File: config.mk
export PLATFORM = sky130hd
export DESIGN_NAME = blist_ctrl
export DESIGN_NICKNAME = d
export VERILOG_FILES = /design/src/rtl/blist_pkg.sv /design/src/rtl/blist_ctrl.sv
export SDC_FILE = /design/constraint.sdc
export NUM_CORES = 1
export LEC_CHECK = 0
export BUFFER_PORTS_ARGS = -buffer_cell sky130_fd_sc_hd__clkbuf_2
export CAP_MARGIN = 20
export CORE_AREA = 2 2 39 41
export DETAILED_ROUTE_END_ITERATION = 8
export DIE_AREA = 0 0 41 43
export GPL_TIMING_DRIVEN = 0
export PLACE_DENSITY = 0.4
export SETUP_SLACK_MARGIN = 0.02
export SLEW_MARGIN = 40
export SYNTH_ARGS = -nofsm -noshare
export SYNTH_HDL_FRONTEND = slang
export SYNTH_SLANG_ARGS = --single-unit
File: constraint.sdc
create_clock -name i_clk -period 1.4 [get_ports i_clk]
set_input_delay 0.07 -clock i_clk [delete_from_list [all_inputs] [get_ports i_clk]]
set_output_delay 0.07 -clock i_clk [all_outputs]
set_load 0.01 [all_outputs]
File: src/rtl/blist_pkg.sv
`timescale 1ns / 1ps
// Shared types, field widths and operation codes for the bounded list engine.
package blist_pkg;

    // Default sizing of the element store.
    localparam int DEF_CAPACITY   = 256;
    localparam int DEF_ELEM_WIDTH = 32;

    // Fixed widths of the request and result fields.
    localparam int KIND_W = 4;
    localparam int POS_W  = 9;
    localparam int VAL_W  = 32;
    localparam int DATA_W = 32;
    localparam int FPOS_W = 8;
    localparam int CNT_W  = 9;
    localparam int LEN_W  = 9;
    localparam int STAT_W = 2;

    // Operation codes carried in the kind field.
    typedef enum logic [KIND_W-1:0] {
        K_APPEND = 4'd0,
        K_POP    = 4'd1,
        K_GET    = 4'd2,
        K_SET    = 4'd3,
        K_INSERT = 4'd4,
        K_REMOVE = 4'd5,
        K_CLEAR  = 4'd6,
        K_COUNT  = 4'd7,
        K_FIRST  = 4'd8,
        K_LAST   = 4'd9
    } t_kind;

    // Result status codes.
    typedef enum logic [STAT_W-1:0] {
        ST_OK    = 2'd0,
        ST_EMPTY = 2'd1,
        ST_RANGE = 2'd2,
        ST_FULL  = 2'd3
    } t_status;

    // Commands from the controller to the datapath.
    typedef struct packed {
        logic capture;
        logic init;
        logic rd;
        logic wr_val;
        logic finish;
    } t_dp_cmd;

    // Status from the datapath to the controller.
    typedef struct packed {
        logic err;
        logic needs_read;
        logic needs_write;
        logic last_rd;
    } t_dp_stat;

endpackage

File: src/rtl/blist_ctrl.sv
`timescale 1ns / 1ps
// Sequencing state machine of the bounded list engine.
module blist_ctrl
    import blist_pkg::*;
(
    input  logic     i_clk,
    input  logic     i_rst_n,
    input  logic     i_start,
    output logic     o_busy,
    output t_dp_cmd  o_cmd,
    input  t_dp_stat i_stat
);

    typedef enum logic [2:0] {
        S_IDLE,
        S_CHECK,
        S_READ,
        S_DRAIN,
        S_WRITE,
        S_DONE
    } t_state;

    t_state r_state;
    logic   r_busy;

    // State and the registered busy flag.
    always_ff @(posedge i_clk) begin
        if (!i_rst_n) begin
            r_state <= S_IDLE;
            r_busy  <= 1'b0;
        end else begin
            unique case (r_state)
                S_IDLE: begin
                    if (i_start) begin
                        r_state <= S_CHECK;
                        r_busy  <= 1'b1;
                    end
                end
                S_CHECK: begin
                    priority if (i_stat.err) begin
                        r_state <= S_DONE;
                    end else if (i_stat.needs_read) begin
                        r_state <= S_READ;
                    end else if (i_stat.needs_write) begin
                        r_state <= S_WRITE;
                    end else begin
                        r_state <= S_DONE;
                    end
                end
                S_READ: begin
                    if (i_stat.last_rd) begin
                        r_state <= S_DRAIN;
                    end
                end
                S_DRAIN: begin
                    r_state <= i_stat.needs_write ? S_WRITE : S_DONE;
                end
                S_WRITE: begin
                    r_state <= S_DONE;
                end
                S_DONE: begin
                    r_state <= S_IDLE;
                    r_busy  <= 1'b0;
                end
                default: begin
                    r_state <= S_IDLE;
                    r_busy  <= 1'b0;
                end
            endcase
        end
    end

    // Datapath commands decoded from the current state.
    always_comb begin
        o_cmd         = '0;
        o_cmd.capture = (r_state == S_IDLE) && i_start;
        o_cmd.init    = (r_state == S_CHECK) && !i_stat.err && i_stat.needs_read;
        o_cmd.rd      = (r_state == S_READ);
        o_cmd.wr_val  = (r_state == S_WRITE);
        o_cmd.finish  = (r_state == S_DONE);
    end

    assign o_busy = r_busy;

endmodule

* Word-level counts from Yosys, hierarchy flattened *
Index checks and enable logic that the tools add are counted.

storage, ports and cells
  flip-flop bits (word level) = 4
  input port bits = 7
  word-level logic and storage cells = 26
  output and inout port bits = 6

operators by class
  reduce and logical (&&, ||, !) cells = 8
  bitwise gates (word level) = 1
  equality and inequality tests = 7
  multiplexer cells = 8

operator list
  cell                                                    number
  case mux 3 bit (5 select lines)                         1
  two-way mux 3 bit                                       4
  equality test 3 x 2 -> 1 bit (second input constant)    2
  equality test 3 bit (second input constant)             2
  AND reduction 2 bit                                     2
  OR reduction 4 bit                                      1
  equality test 3 x 1 -> 1 bit (second input constant)    1
  logical AND 1 bit                                       3
  zero test 3 bit                                         1
  two-way mux 1 bit                                       2
  inequality test 2 x 1 -> 1 bit (second input constant)  1
  inequality test 2 bit (second input constant)           1
  case mux 1 bit (2 select lines)                         1
  zero test 1 bit                                         1
  inverter 1 bit                                          1

* Logic depth before layout (Yosys ltp) *
  word-level depth = 4
  mapped depth = 4

* Least setup slack after synthesis *
Ideal clock, no wire load.

  path type = register to register
  start = reg r_state[2]
  end = reg r_state[1]
  period minus slack after synthesis = 1.058 ns
  arrival = 1.000 ns
  slack = 0.342 ns
  library setup time = 0.059 ns
  stages on the path, launching flop included = 4
  cells stage by stage = dfxtp_1 > buf_2 > nor3b_1 > o21a_1

RTL lines
  item                    RTL line          RTL
  start, declared         blist_ctrl.sv:23  t_state r_state;
  start signal, assigned  blist_ctrl.sv:56  r_state <= i_stat.needs_write ? S_WRITE : S_DONE;

==> out/results.txt <==
startpoint types = flip-flop
Syn Std Cell Area = 268 µm²
status = complete, no violations
Setup-failing EPs final = 0
Antenna Nets Post-Route = 0
CTS tree = built
clk_skew = 1.34 ps
cts repair resizes = 0
fin crit period = 1320 ps
post-synth net total = 40
critical path fanouts, max = 8
worst path required time = 1330 ps
Final Cycle Share = 94.0%
Post-synth EDFFs = 0
clock share of power = 23.4%
largest area contributor in the netlist = dfxtp_1
Hold Fails Final Rpt = 0
Final HPWL DP = 480 µm
unrepaired setup endpoints after global routing = false
Rel. slew slack = 80.0%
I/O Buffers = 12
crit path cell chain = or3b_4, nor2b_4, clkbuf_2
Die Ht = 43 µm
Top FF cell, synth = dfxtp_1
most frequent cells in the layout = clkbuf_2, a21oi_1
Sink Count = 4
area grow syn2layout = 38.8%
Vias = 271
P per Cell Area = 1640 mW/mm²
initial core utilization = 19.3%
setup TNS = 0 ps
# DRC = 0
CTS Buf Count = 3
drt pass-1 iters = 2
die area = 0.00176 mm²
post-route cell area = 372 µm²
fraction of layout cells with a size suffix above 1 = 39.6%
global-route wire length before repair = 952 µm
sequential fraction of design power = 32.2%
Seq/Total Area, Yosys = 29.9%
core area = 0.00138 mm²
number of global-route vias before repair = 235
Top Ports = 13
Gate power share = 44.4%
final WL = 584 µm
Gate Count Post-Synth = 33
Clock transition at path regs = 40 ps
critical path type = flip-flop to output port
crit-path max cell delay = 420 ps
Routed WL per cell = 9.13 µm
row count = 14
number of nets in the layout = 57
MaxCap Viol Count = 0
class of the worst hold path = input pin to flip-flop
Fill cells = 166
hold-fix buffers at CTS = 0
via density per instance = 4.23
Leakage = 0.184 nW
post-synth cell types = 19
crit path max-delay cell type = or3b_4
achievable frequency = 760 MHz
largest cells by area after synthesis = dfxtp_1, a21oi_1, nor2b_1, a22oi_1, nor2b_4
initial antenna violation count = 0
CTS root buffer = clkbuf_4
routability congestion estimate = 0.652
maximum clock path buffer count = 2
antenna diode instance count = 0
post-synth top area share = 29.9%
commonest non-fill, non-tap cell in the layout = clkbuf_2
Async SR Flop Fraction = 0%
Slew Limit Fails = 0
Int Pwr = 0.386 mW
Die Span X = 41 µm
Critical Path AT = 1250 ps
grt ovf = 0
Skew-Pair Late Insertion Delay = 230 ps
DP Area = 348 µm²
H-tree levels = 1
Sw Ratio = 36.8%
Net Sw Power = 0.225 mW
GR Util All Layers = 8.33%
VDD IR max = 0.432 mV
Setup Fix Bufs, Post-CTS = 0
largest net degree at the start of global routing = 11
post-layout util = 26.9%
Critical Path Sink Type = output port
hold_ws = 78.0 ps
DRT iter0 DRCs = 4
Worst-Margin Slew = 299 ps
Yosys warnings = 0
number of synthesized register bits = 4
Avg Cell Area, Syn = 8.11 µm²
through the flow:
stage / instances / setup WS, ps / power, mW
after floorplan: 33 / 342 / 0.385
after global placement: 61 / 241 / 0.478
after detailed placement: 61 / 280 / 0.473
after CTS: 64 / 32.5 / 0.626
after global routing: 64 / 22.2 / 0.669
final: 64 / 84.6 / 0.611
path summary, 6_finish.rpt:
path,start,end,slack (ps),cells after the start
max reg2reg,r_state[1]$_SDFFE_PN0P_,r_state[2]$_SDFFE_PN0P_,310,3
min reg2reg,o_busy$_SDFFE_PN0P_,o_busy$_SDFFE_PN0P_,500,2
min,i_rst_n,r_state[1]$_SDFFE_PN0P_,80,2
max,r_state[1]$_SDFFE_PN0P_,o_cmd[3],80,3
synth_stat cells (2+ instances only):
cell type / instances
a21oi_1: 4
a22oi_1: 2
and2_1: 2
dfxtp_1: 4
nand2b_1: 2
nor2_1: 3
nor2b_1: 3
o21ai_0: 2
power groups by stage:
stage               logic (mW)  registers (mW)  clock network [mW]
floorplan                0.191           0.195                   0
finish                   0.271           0.197               0.143
detailed placement       0.275           0.198                   0
CTS                      0.277           0.196               0.153
global placement         0.280           0.198                   0
global route             0.306           0.205               0.158
area by class of cell:
type                    instances  area (µm²)  share of cell area, %
repair buffers                 12        60.1                   16.2
multi-input cells              28         183                   49.2
well taps                      16        20.0                   5.39
plain buffers                   1        5.00                   1.35
flip-flops and latches          4        81.3                   21.9
clock buffers                   3        22.5                   6.06
registers in the layout, summed over array words and instances, names as in the netlist:
signal and flops:
r_state 3, o_busy 1
layer usage:
layer,up-vias,global-route usage [%],part of all wire [%]
li1,147,-,-
met4,0,8.00,0
met2,9,8.44,41
met3,0,3.14,4.3
met5,-,0,0
met1,115,12.2,55
worst max-delay path: cells and delay by family (launching register included):
| family | cells | cell delay (ps) |
|---|---|---|
| flip-flops | 1 | 340 |
| AND/OR/NAND/NOR | 2 | 540 |
| buffers and inverters | 1 | 130 |
cell families after synthesis:
| logic type | synth area share, % |
|---|---|
| flops | 29.9 |
| simple gates | 45.8 |
| buf+inv | 1.87 |
| compound gates | 22.4 |
Power figures use the tool's default switching activity.
